[config.mk]
export PLATFORM = sky130hd
export DESIGN_NAME = four_level_page_walker_flat
export DESIGN_NICKNAME = d
export VERILOG_FILES = /design/src/hdl/fpw_pkg.sv /design/src/hdl/fpw_if.sv /design/src/hdl/fpw_step.sv /design/src/hdl/four_level_page_walker.sv /design/src/flat_wrapper.sv
export SDC_FILE = /design/constraint.sdc
export NUM_CORES = 1
export LEC_CHECK = 0
export BUFFER_PORTS_ARGS = -buffer_cell sky130_fd_sc_hd__buf_4
export CORE_MARGIN = 3
export CORE_UTILIZATION = 45
export CTS_CLUSTER_SIZE = 24
export DETAILED_ROUTE_END_ITERATION = 10
export PLACE_DENSITY = 0.71
export SETUP_SLACK_MARGIN = 0.2
export SYNTH_ARGS = -nofsm -noshare
export SYNTH_HDL_FRONTEND = slang
export SYNTH_SLANG_ARGS = --single-unit
[constraint.sdc]
create_clock -name i_clk -period 15.45 [get_ports i_clk]
set_input_delay 3.09 -clock i_clk [delete_from_list [all_inputs] [get_ports i_clk]]
set_output_delay 3.09 -clock i_clk [all_outputs]
set_load 0.02 [all_outputs]
[src/hdl/fpw_pkg.sv]
// ----------------------------------------------------------------------------
// fpw_pkg
// Shared types, constants and helpers for the four-level page walker.
// ----------------------------------------------------------------------------
package fpw_pkg;

    // Walk geometry (LEVELS: 2..5, PHYS_BITS: 32..52)
    localparam int LEVELS    = 4;
    localparam int PHYS_BITS = 52;
    localparam int LVL_W     = $clog2(LEVELS);
    localparam int LAST_LVL  = LEVELS - 1;

    // Fixed field widths
    localparam int VA_W    = 48;
    localparam int PA_W    = 52;
    localparam int ENTRY_W = 64;
    localparam int IDX_W   = 9;
    localparam int PG_OFS  = 12;

    // Entry address bits 12..PHYS_BITS-1
    localparam logic [PA_W-1:0] ADDR_MASK =
        ((PA_W'(1) << PHYS_BITS) - PA_W'(1)) & ~PA_W'(12'hFFF);
    localparam logic [PA_W-1:0] BOUND_RESET = PA_W'(64'h10_0000_0000);

    localparam int ENT_PRESENT_BIT = 0;
    localparam int ENT_LARGE_BIT   = 7;

    typedef logic [LVL_W-1:0] t_lvl;

    typedef enum logic {
        OP_START = 1'b0,
        OP_RSP   = 1'b1
    } t_op;

    typedef enum logic [1:0] {
        KIND_READ  = 2'd0,
        KIND_DONE  = 2'd1,
        KIND_FAULT = 2'd2
    } t_kind;

    typedef enum logic [1:0] {
        PSIZE_4K = 2'd0,
        PSIZE_2M = 2'd1,
        PSIZE_1G = 2'd2
    } t_psize;

    typedef enum logic [2:0] {
        FAULT_NONE     = 3'd0,
        FAULT_BAD_ROOT = 3'd1,
        FAULT_BOUND    = 3'd2,
        FAULT_READ_ERR = 3'd3,
        FAULT_NOT_PRES = 3'd4
    } t_fault;

    typedef struct packed {
        t_op                operation;
        logic [VA_W-1:0]    virt_addr;
        logic [PA_W-1:0]    root_table;
        logic [ENTRY_W-1:0] mem_data;
        logic               mem_error;
    } t_req;

    typedef struct packed {
        t_kind              kind;
        logic [PA_W-1:0]    read_addr;
        logic [PA_W-1:0]    phys_addr;
        logic [1:0]         walk_level;
        t_psize             page_size;
        logic [ENTRY_W-1:0] entry_value;
        t_fault             fault_reason;
    } t_rsp;

    typedef struct packed {
        logic            busy;
        logic [VA_W-1:0] vaddr;
        t_lvl            level;
    } t_walk_state;

    // 9-bit table index of a virtual address at a given level
    function automatic logic [IDX_W-1:0] idx_at(input logic [VA_W-1:0] va,
                                                input t_lvl lvl);
        logic [63:0]      vx;
        logic [IDX_W-1:0] idx;
        vx  = 64'(va);
        idx = '0;
        for (int l = 0; l < LEVELS; l++) begin
            if (lvl == t_lvl'(l)) begin
                idx = vx[PG_OFS + IDX_W * (LEVELS - 1 - l) +: IDX_W];
            end
        end
        return idx;
    endfunction

    // Level as carried on the 2-bit result field
    function automatic logic [1:0] to_walk_level(input t_lvl lvl);
        logic [2:0] w;
        w = 3'(lvl);
        return w[1:0];
    endfunction

endpackage

[src/hdl/fpw_if.sv]
// ----------------------------------------------------------------------------
// fpw_in_if / fpw_out_if
// Valid/ready channels carrying walker requests and results.
// ----------------------------------------------------------------------------
interface fpw_in_if;
    logic          valid;
    logic          ready;
    fpw_pkg::t_req data;

    modport source (output valid, output data, input ready);
    modport sink   (input valid, input data, output ready);
endinterface

interface fpw_out_if;
    logic          valid;
    logic          ready;
    fpw_pkg::t_rsp data;

    modport source (output valid, output data, input ready);
    modport sink   (input valid, input data, output ready);
endinterface

[src/hdl/fpw_step.sv]
// ----------------------------------------------------------------------------
// fpw_step
// One walk step: checks a start or a memory response against the current
// walk state and forms the result and the next state.
// ----------------------------------------------------------------------------
module fpw_step (
    input  fpw_pkg::t_req                i_req,
    input  fpw_pkg::t_walk_state         i_state,
    input  logic [fpw_pkg::PA_W-1:0]     i_bound,
    output logic                         o_has_result,
    output fpw_pkg::t_rsp                o_result,
    output fpw_pkg::t_walk_state         o_state
);

    logic [fpw_pkg::PA_W-1:0]    root;
    logic [fpw_pkg::PA_W-1:0]    table_addr;
    logic [fpw_pkg::ENTRY_W-1:0] ent;
    fpw_pkg::t_lvl               lvl;
    fpw_pkg::t_lvl               nlvl;

    assign root       = i_req.root_table;
    assign ent        = i_req.mem_data;
    assign lvl        = i_state.level;
    assign nlvl       = lvl + fpw_pkg::t_lvl'(1);
    assign table_addr = ent[fpw_pkg::PA_W-1:0] & fpw_pkg::ADDR_MASK;

    always_comb begin
        o_has_result = 1'b0;
        o_result     = '0;
        o_state      = i_state;

        if (i_req.operation == fpw_pkg::OP_START) begin
            o_state.busy = 1'b0;
            o_has_result = 1'b1;
            if (root == '0 || root[fpw_pkg::PG_OFS-1:0] != '0 || root >= i_bound) begin
                o_result.kind         = fpw_pkg::KIND_FAULT;
                o_result.fault_reason = fpw_pkg::FAULT_BAD_ROOT;
            end else begin
                o_state.busy       = 1'b1;
                o_state.vaddr      = i_req.virt_addr;
                o_state.level      = '0;
                o_result.kind      = fpw_pkg::KIND_READ;
                o_result.read_addr = (root & fpw_pkg::ADDR_MASK) + fpw_pkg::PA_W'(
                    {fpw_pkg::idx_at(i_req.virt_addr, '0), 3'b000});
            end
        end else if (i_state.busy) begin
            o_has_result        = 1'b1;
            o_result.walk_level = fpw_pkg::to_walk_level(lvl);
            if (i_req.mem_error) begin
                o_state.busy          = 1'b0;
                o_result.kind         = fpw_pkg::KIND_FAULT;
                o_result.fault_reason = fpw_pkg::FAULT_READ_ERR;
            end else if (!ent[fpw_pkg::ENT_PRESENT_BIT]) begin
                o_state.busy          = 1'b0;
                o_result.kind         = fpw_pkg::KIND_FAULT;
                o_result.fault_reason = fpw_pkg::FAULT_NOT_PRES;
                o_result.entry_value  = ent;
            end else if (int'(lvl) >= fpw_pkg::LAST_LVL) begin
                o_state.busy         = 1'b0;
                o_result.kind        = fpw_pkg::KIND_DONE;
                o_result.page_size   = fpw_pkg::PSIZE_4K;
                o_result.entry_value = ent;
                o_result.phys_addr   = {table_addr[fpw_pkg::PA_W-1:12],
                                        i_state.vaddr[11:0]};
            end else if (ent[fpw_pkg::ENT_LARGE_BIT] && int'(lvl) >= 1
                         && int'(lvl) + 3 >= fpw_pkg::LEVELS) begin
                o_state.busy         = 1'b0;
                o_result.kind        = fpw_pkg::KIND_DONE;
                o_result.entry_value = ent;
                if (int'(lvl) + 3 == fpw_pkg::LEVELS) begin
                    o_result.page_size = fpw_pkg::PSIZE_1G;
                    o_result.phys_addr = {table_addr[fpw_pkg::PA_W-1:30],
                                          i_state.vaddr[29:0]};
                end else begin
                    o_result.page_size = fpw_pkg::PSIZE_2M;
                    o_result.phys_addr = {table_addr[fpw_pkg::PA_W-1:21],
                                          i_state.vaddr[20:0]};
                end
            end else begin
                o_result.walk_level = fpw_pkg::to_walk_level(nlvl);
                if (table_addr >= i_bound) begin
                    o_state.busy          = 1'b0;
                    o_result.kind         = fpw_pkg::KIND_FAULT;
                    o_result.fault_reason = fpw_pkg::FAULT_BOUND;
                end else begin
                    o_state.level      = nlvl;
                    o_result.kind      = fpw_pkg::KIND_READ;
                    o_result.read_addr = table_addr + fpw_pkg::PA_W'(
                        {fpw_pkg::idx_at(i_state.vaddr, nlvl), 3'b000});
                end
            end
        end
    end

endmodule

[src/hdl/four_level_page_walker.sv]
// ----------------------------------------------------------------------------
// four_level_page_walker
// Page-table walker for the x86-64 four-level format.
//
// Software or a host engine sends a start request (virtual address and root
// table) and then feeds back one memory response per entry read that the
// walker asks for. Every accepted request is handled combinationally: the
// step logic sits between the request channel and one result register, so a
// new request can be taken every clock, except while a result waits for
// the consumer (ready = result register empty or being drained). A start
// yields a read request for the level-0 entry or a bad-root fault; each
// response yields the next read request, a finished translation (4 KiB,
// 2 MiB or 1 GiB page) or a fault. A response with no walk yields nothing;
// a start drops any walk. The table bound register is to be written with
// i_cfg_we only while the walker is idle; the block does not enforce it.
// ----------------------------------------------------------------------------
module four_level_page_walker (
    input  logic                      i_clk,
    input  logic                      i_rst_n,
    input  logic                      i_cfg_we,
    input  logic [fpw_pkg::PA_W-1:0]  i_cfg_wdata,
    fpw_in_if.sink                    i_req,
    fpw_out_if.source                 o_rsp
);

    // Table bound register
    logic [fpw_pkg::PA_W-1:0] r_bound;
    logic [fpw_pkg::PA_W-1:0] n_bound;

    // Walk state: busy flag, virtual address, current level
    fpw_pkg::t_walk_state r_state;
    fpw_pkg::t_walk_state n_state;

    // Result register; payload needs no reset
    logic          r_out_valid;
    logic          n_out_valid;
    fpw_pkg::t_rsp r_out;
    fpw_pkg::t_rsp n_out;

    logic                 req_ready;
    logic                 req_acc;
    logic                 step_has;
    fpw_pkg::t_rsp        step_res;
    fpw_pkg::t_walk_state step_state;

    // Take a request whenever the result register is free or draining
    assign req_ready   = !r_out_valid || o_rsp.ready;
    assign req_acc     = i_req.valid && req_ready;
    assign i_req.ready = req_ready;

    fpw_step u_step (
        .i_req        (i_req.data),
        .i_state      (r_state),
        .i_bound      (r_bound),
        .o_has_result (step_has),
        .o_result     (step_res),
        .o_state      (step_state)
    );

    always_comb begin
        n_bound     = r_bound;
        n_state     = r_state;
        n_out_valid = r_out_valid;
        n_out       = r_out;

        if (i_cfg_we) begin
            n_bound = i_cfg_wdata;
        end

        // Drain first, then a new result may refill in the same cycle
        if (o_rsp.ready) begin
            n_out_valid = 1'b0;
        end
        if (req_acc) begin
            n_state = step_state;
            if (step_has) begin
                n_out_valid = 1'b1;
                n_out       = step_res;
            end
        end
    end

    always_ff @(posedge i_clk) begin
        if (!i_rst_n) begin
            r_bound     <= fpw_pkg::BOUND_RESET;
            r_state     <= '0;
            r_out_valid <= 1'b0;
        end else begin
            r_bound     <= n_bound;
            r_state     <= n_state;
            r_out_valid <= n_out_valid;
        end
    end

    always_ff @(posedge i_clk) begin
        r_out <= n_out;
    end

    assign o_rsp.valid = r_out_valid;
    assign o_rsp.data  = r_out;

`ifndef SYNTHESIS
    // A read request always leaves a walk in progress
    a_read_sets_busy: assert property (@(posedge i_clk) disable iff (!i_rst_n)
        req_acc && step_has && step_res.kind == fpw_pkg::KIND_READ |=> r_state.busy)
        else $error("read request issued without an active walk");

    // Done or fault ends the walk
    a_end_clears_busy: assert property (@(posedge i_clk) disable iff (!i_rst_n)
        req_acc && step_has && step_res.kind != fpw_pkg::KIND_READ |=> !r_state.busy)
        else $error("walk still active after done or fault");

    // Only faults carry a fault reason
    a_reason_only_on_fault: assert property (@(posedge i_clk) disable iff (!i_rst_n)
        r_out_valid && r_out.kind != fpw_pkg::KIND_FAULT
        |-> r_out.fault_reason == fpw_pkg::FAULT_NONE)
        else $error("fault reason set on a non-fault result");

    // Reset leaves no walk and no result pending
    a_reset_idle: assert property (@(posedge i_clk)
        !i_rst_n |=> !r_state.busy && !r_out_valid)
        else $error("walker not idle after reset");
`endif

endmodule

[src/flat_wrapper.sv]
// flat-port wrapper written by rule: the top's interface ports become plain ports
module four_level_page_walker_flat 
  (i_clk, i_rst_n, i_cfg_we, i_cfg_wdata, i_req_valid, i_req_data, i_req_ready, o_rsp_valid, o_rsp_data, o_rsp_ready);
  fpw_in_if i_req_i ();
  fpw_out_if o_rsp_i ();
  input  logic i_clk;
  input  logic i_rst_n;
  input  logic i_cfg_we;
  input  logic [fpw_pkg::PA_W-1:0] i_cfg_wdata;
  input wire logic [$bits(i_req_i.valid)-1:0] i_req_valid;
  input wire logic [$bits(i_req_i.data)-1:0] i_req_data;
  output wire logic [$bits(i_req_i.ready)-1:0] i_req_ready;
  output wire logic [$bits(o_rsp_i.valid)-1:0] o_rsp_valid;
  output wire logic [$bits(o_rsp_i.data)-1:0] o_rsp_data;
  input wire logic [$bits(o_rsp_i.ready)-1:0] o_rsp_ready;
  assign i_req_i.valid = i_req_valid;
  assign i_req_i.data = i_req_data;
  assign i_req_ready = i_req_i.ready;
  assign o_rsp_valid = o_rsp_i.valid;
  assign o_rsp_data = o_rsp_i.data;
  assign o_rsp_i.ready = o_rsp_ready;
  four_level_page_walker u_core (.i_clk(i_clk), .i_rst_n(i_rst_n), .i_cfg_we(i_cfg_we), .i_cfg_wdata(i_cfg_wdata), .i_req(i_req_i), .o_rsp(o_rsp_i));
endmodule
==> run_results.csv, run 1 <==
group,metric,value,unit
routing,routed_wl,41300,µm
cells_and_area,seqCellArea,7280,µm²
routing,vias,10500,
die,fp.dieH,179,µm
clock_network,cts_setup_buffers,0,
synthesis,synth_edf_count,173,
power,cellLeakagePower,7.43,nW
critical_path,path_cells,"buf_4, nor2b_1, inv_1, buf_4",
clock_network,insertion_delay,0.55,ns
routing,drc_errors,0,
die,die_w,179,µm
synthesis,yosysUniqueCellTypes,54,
global_routing,overflow,0,
critical_path,cp_max_fo,2,
synthesis,synth_xor_area_frac,0.000648,
routing,viasPerCell,5.32,
worst_hold_path,min_path_type,"flip-flop to flip-flop",
critical_path,critPathMostFrequentCell,"buf_4",
critical_path,slowest_delay,0.16,ns
critical_path,cp_top_family,"buffers and inverters",
routing,drt_pass1_iterations,5,
synthesis,ys_seq_area_frac,0.538,
clock_network,htree_levels,1,
critical_path,cp_slowest_cell,"buf_4",
clock_network,cts-resized-gates,0,
cells_and_area,n_fill_cell,2453,
cells_and_area,multi_input_area,5760,µm²
clock_network,numCtsBuffers,30,
synthesis,syn_inst,1182,
critical_path,start_kind,"input port",
routing,wl_per_cell,20.9,µm
synthesis,avgSynthCellArea,11.4,µm²
outcome,status,"complete, no violations",
run,maxCapViolations,0,
sta,hold_ws,0.509,ns
critical_path,critical_path_depth,4,
cells_and_area,area_growth_syn_to_layout,32.0,%
synthesis,yosys_warnings,0,
critical_path,rr_worst_depth,11,
sta,slew_violations,0,
die,initial_core_util,0.464,
clock_network,ctsHoldBuffers,0,
routing,highest_layer,"met4",
placement,place.gp.congestion,0.909,
synthesis,synth_top_family_by_area,"simple AND/OR/NAND/NOR gates",
routing,dr_wl_met2,19400,µm
critical_path,cp_num_buf_inv,3,
critical_path,arrival,3.58,ns
placement,io_buffers,398,
synthesis,yosys.area_share.simple,0.161,
sta,slew_headroom,0.219,
die,dieArea,32200,µm²
clock_network,cts_tree,"done",
die,core_region_area,29200,µm²
routing,first_iter_violations,677,
clock_network,clock-sinks,277,
synthesis,netlist_area,13500,µm²
global_routing,grt_pass1_vias,10300,
routing,antenna_left,0,
die,io_pins,402,
global_routing,antenna_found_initial,1,
cells_and_area,final_layout_size_suffix_gt1_frac,0.293,
worst_hold_path,hold_depth,2,
die,rows,62,
global_routing,grt_pass1_wl,59300,µm
cells_and_area,layout.nets,1881,
critical_path,critical_path_class,"input port to output pin",
global_routing,grtUsageTotal,0.243,
synthesis,synth_compound_area_frac,0.0898,
sta,rsz0062_at_grt,"no",
synthesis,synthFlopType,"edfxtp_1",
clock_network,cts.reportedPaths.clkPinSlew,0.06,ns
clock_network,cts_buffer_depth,3,
sta,fmax,150,MHz
sta,fin_skew,0.0162,ns
sta,timing_hold_violations_final,0,
clock_network,cts_root_buffer,"clkbuf_16",
global_routing,grt_start_max_net_pins,107,
critical_path,cp-end-kind,"output pin",
routing,wl_met1,16800,µm
routing,wl_met3,3680,µm
synthesis,synth.area.mux_share,0.0814,
synthesis,ys_seq_elements,277,
sta,worst_pin_slew,1.17,ns
power,powerDensity,100,nW/µm²
sta,period_minus_slack,6.67,ns
sta,setup-tns-final,0,ns
sta,finalSetupViolCount,0,
sta,period_share,0.432,
critical_path,worst_ep_required_time,12.36,ns
synthesis,async_reset_ff_frac,0,
placement,hpwl,31100,µm
synthesis,synth_fa_ha_area_frac,0.0898,
power,peakVddDrop,0.0952,mV
## worst paths after layout
path / slack, ns / from / endpoint
min: 0.51 / u_core.r_state[7] / u_core.r_state[7]
max: 8.78 / o_rsp_ready / i_req_ready
min reg2reg: 0.51 / u_core.r_state[7] / u_core.r_state[7]
max reg2reg: 11.62 / u_core.r_bound[1] / u_core.r_state[27]
## report_power, final
part	switching, mW	internal [mW]	leakage, nW
clock	0.299	0.435	0.492
combinational	0.127	0.103	4.39
sequential	0.0111	0.814	2.55
total	0.437	1.35	7.43
## metrics by stage
stage	utilization	total power, mW	instances	setup WS (ns)	instance area (µm²)
4_1_cts	0.612	1.80	1969	8.77	17800
6_report	0.612	1.79	1973	8.78	17900
2_1_floorplan	-	0.958	1184	2.83	13500
3_5_place_dp	0.577	1.07	1913	8.77	16800
5_1_grt	0.612	1.85	1970	8.74	17800
3_3_place_gp	0.577	1.06	1913	8.79	16800
## tightest hold or removal path, cell delays in order, from the launching register on
cell	delay [ns]
dfxtp_1	0.32
mux2i_1	0.06
nor2b_1	0.09
## routing by layer
metal / track usage / vias to the layer above
met5: 0 / -
met4: 0.0899 / 0
met3: 0.0603 / 85
met2: 0.399 / 453
met1: 0.312 / 4926
li1: - / 5033
## synth_stat cells, types with 3 or more instances
cell | number | share of area
buf_4 | 6 | 0.0033
nor2b_1 | 106 | 0.049
edfxtp_1 | 173 | 0.38
a21oi_1 | 63 | 0.023
o211ai_1 | 3 | 0.0017
nand3_1 | 16 | 0.0059
clkbuf_1 | 44 | 0.012
or4_1 | 4 | 0.0022
dfxtp_1 | 104 | 0.15
and2_1 | 62 | 0.029
and3_1 | 35 | 0.016
nor4_1 | 17 | 0.0079
o21ai_0 | 17 | 0.0063
o21a_1 | 3 | 0.0017
nand2b_1 | 5 | 0.0023
a211oi_1 | 5 | 0.0028
a21o_1 | 10 | 0.0056
nor3_1 | 8 | 0.0030
inv_1 | 65 | 0.018
mux2i_1 | 110 | 0.081
a22o_1 | 49 | 0.032
ha_1 | 97 | 0.090
o21ai_1 | 7 | 0.0026
a221oi_1 | 5 | 0.0032
buf_1 | 8 | 0.0022
nand2_1 | 67 | 0.019
nand4_1 | 18 | 0.0083
nor2_1 | 43 | 0.012
## registers in the layout (all words and copies together), names as in the netlist
signal	cells
u_core.o_rsp.data	173
u_core.r_state	51
u_core.o_rsp.valid	1
u_core.r_bound	52
## layout by cell type (no fill, tap or decap), types with 7 or more instances in the layout
cell / instances
inv_1: 65
nand4_1: 18
nand2_1: 67
nor2b_1: 106
a21oi_1: 62
nor4_1: 17
o21ai_1: 7
nor2_1: 40
and3_1: 35
a21o_1: 10
nand3_1: 16
and2_1: 62
clkbuf_16: 32
ha_1: 97
dfxtp_1: 104
edfxtp_1: 173
o21ai_0: 17
a22o_1: 49
nor3_1: 8
buf_4: 406
mux2i_1: 110
## layout make-up
| cell class | count | share of cell area |
|---|---|---|
| repair buffers | 406 | 0.171 |
| flip-flops and latches | 277 | 0.408 |
| clock buffers | 42 | 0.0498 |
| diodes | 4 | 0.000561 |
| inverters | 66 | 0.0139 |
| multi-input cells | 780 | 0.323 |
| well taps | 384 | 0.0269 |
| clock inverters | 14 | 0.00757 |
## cell families after synthesis
logic type | after synthesis
compound gates | 179
xor+xnor | 1
fa+ha+maj | 97
buf+inv | 127
flops | 277
mux | 110
other cells | 1
simple gates | 390
No activity file was read; power rests on OpenSTA's default activity.
==> run 2: changes to the inputs <==
Settings changed: ABC_AREA set to 1, PLACE_DENSITY 0.71 to 0.74.
Clock period 15.45 ns to 5.5 ns, I/O delays scaled along.
==> run_results.csv, run 2 <==
group,metric,value,unit
synthesis,yosysUniqueCellTypes,30,
sta,rsz0062_at_grt,"no",
worst_hold_path,min_path_type,"flip-flop to flip-flop",
cells_and_area,design_area,17900,µm²
global_routing,antenna_found_initial,4,
routing,antenna_left,0,
die,die_w,179,µm
clock_network,numCtsBuffers,29,
placement,hpwl,32000,µm
sta,worst_pin_slew,1.16,ns
sta,period_share,0.649,
global_routing,grt_start_max_net_pins,81,
routing,vias,11500,
synthesis,netlist_area,13500,µm²
critical_path,arrival,4.04,ns
global_routing,grt_pass1_wl,64100,µm
synthesis,yosys.area.top_type_share,0.384,
critical_path,cp-end-kind,"flip-flop",
power,power.total,5.20,mW
sta,finalSetupViolCount,0,
routing,first_iter_violations,748,
cells_and_area,final_util,0.612,
sta,slew_headroom,0.223,
routing,highest_layer,"met5",
critical_path,critPathMostFrequentCell,"nand2_1",
critical_path,worst_ep_required_time,5.97,ns
clock_network,clock-sinks,277,
power,powerDensity,291,nW/µm²
sta,fin_ws,1.93,ns
placement,place.gp.congestion,0.907,
clock_network,cts.reportedPaths.clkPinSlew,0.06,ns
clock_network,cts_tree,"done",
synthesis,async_reset_ff_frac,0,
clock_network,insertion_delay,0.55,ns
synthesis,synth_top_cells_by_count,"inv_1 (226), nor2_1 (191), edfxtp_1 (173)",
clock_network,cts_root_buffer,"clkbuf_16",
synthesis,ys_seq_elements,277,
clock_network,cts_setup_buffers,0,
die,dieArea,32200,µm²
synthesis,syn_inst,1420,
synthesis,synth_area_leader_cell,"edfxtp_1",
cells_and_area,final_cell_mix,"buf_4 (404), inv_1 (224), nor2_1 (188)",
critical_path,critical_path_class,"input port to flip-flop",
synthesis,yosysMostFrequentCell,"inv_1",
synthesis,synthFlopType,"edfxtp_1",
critical_path,path_cells,"buf_4, ha_1, nand2_1, nor2_1, nand2_1, nor3_1, nand3_1, nand2_1, nor2_2, nand3_4, buf_4, nor2_1, a211oi_2",
clock_network,cts-resized-gates,0,
power,peakVddDrop,0.208,mV
sta,hold_ws,0.470,ns
sta,fin_skew,0.0140,ns
routing,viasPerCell,5.25,
routing,wl_per_cell,19.1,µm
sta,slew_violations,0,
critical_path,cp_slowest_cell,"nand3_4",
cells_and_area,final_common_cell,"buf_4",
die,fp.dieH,179,µm
routing,drt_pass1_iterations,5,
clock_network,htree_levels,1,
cells_and_area,n_fill_cell,2548,
routing,wl_met1,17000,µm
placement,dp.cells,2142,
clock_network,cts_buffer_depth,3,
global_routing,grtUsageTotal,0.249,
routing,dr_wl_met2,19900,µm
run,maxCapViolations,0,
sta,timing_hold_violations_final,0,
critical_path,slowest_delay,0.63,ns
die,core_region_area,29200,µm²
cells_and_area,largest_reg_flops,173,
routing,wl_met3,3540,µm
synthesis,synth_edf_count,173,
cells_and_area,area_growth_syn_to_layout,31.8,%
die,rows,62,
placement,io_buffers,398,
critical_path,cp_max_fo,59,
global_routing,overflow,0,
sta,fmax,280,MHz
synthesis,ys_seq_area_frac,0.537,
die,io_pins,402,
clock_network,ctsHoldBuffers,0,
routing,routed_wl,42000,µm
synthesis,synth.area.top_cells,"edfxtp_1 (38%), dfxtp_1 (15%), ha_1 (9.0%), inv_1 (6.3%), nor2_1 (5.3%)",
global_routing,grt_pass1_vias,11400,
cells_and_area,stdcell_count,2198,
routing,drc_errors,0,
outcome,status,"complete, no violations",
placement,dpl_cell_area,16800,µm²
synthesis,yosys_warnings,0,
synthesis,avgSynthCellArea,9.54,µm²
die,initial_core_util,0.464,
cells_and_area,final_layout_size_suffix_gt1_frac,0.286,
cells_and_area,layout.nets,2109,
sta,period_minus_slack,3.57,ns
power,cellLeakagePower,7.71,nW
placement,dp_slack,1.36,ns
sta,setup-tns-final,0,ns
critical_path,start_kind,"input port",
-- run 2: cell families (layout without fill, tap and decap cells) --
logic type	Yosys count	count (layout)	synth area share
simple gates	434	434	0.133
fa+ha+maj	97	97	0.0896
compound gates	311	311	0.150
buf+inv	300	690	0.0904
flops	277	277	0.537
other cells	1	5	0.000277
-- run 2: area by class of cell --
type	instances	area, µm²	area share
diodes	2	5.00	0.000280
repair buffers	406	3070	0.172
flip-flops and latches	277	7280	0.408
well taps	384	480	0.0269
clock buffers	37	851	0.0477
clock inverters	17	231	0.0130
multi-input cells	845	5070	0.284
inverters	230	863	0.0484
-- run 2: worst paths after layout --
check | startpoint | to | slack [ns] | cells after the start
max | i_req_data[84] | u_core.r_state[18] | 1.93 | 13
min | u_core.r_state[26] | u_core.r_state[26] | 0.47 | 2
max reg2reg | u_core.r_state[1] | u_core.o_rsp.data[159] | 2.10 | 7
min reg2reg | u_core.r_state[26] | u_core.r_state[26] | 0.47 | 2
-- run 2: power breakdown --
group	switching (mW)	internal [mW]
Clock	0.847	1.33
Combinational	0.415	0.285
Sequential	0.0297	2.29
Total	1.29	3.91
-- run 2: routing by layer --
layer | GRT usage | vias up
li1 | - | 5575
met2 | 0.419 | 526
met3 | 0.0552 | 88
met4 | 0.0897 | 4
met1 | 0.318 | 5352
met5 | 0 | -
-- run 2: worst max-delay path, delay by kind of cell --
| kind | cells | cell delay (ns) |
|---|---|---|
| compound gates | 1 | 0.16 |
| simple gates | 9 | 1.82 |
| fa+ha+maj | 1 | 0.28 |
| buf+inv | 2 | 0.64 |
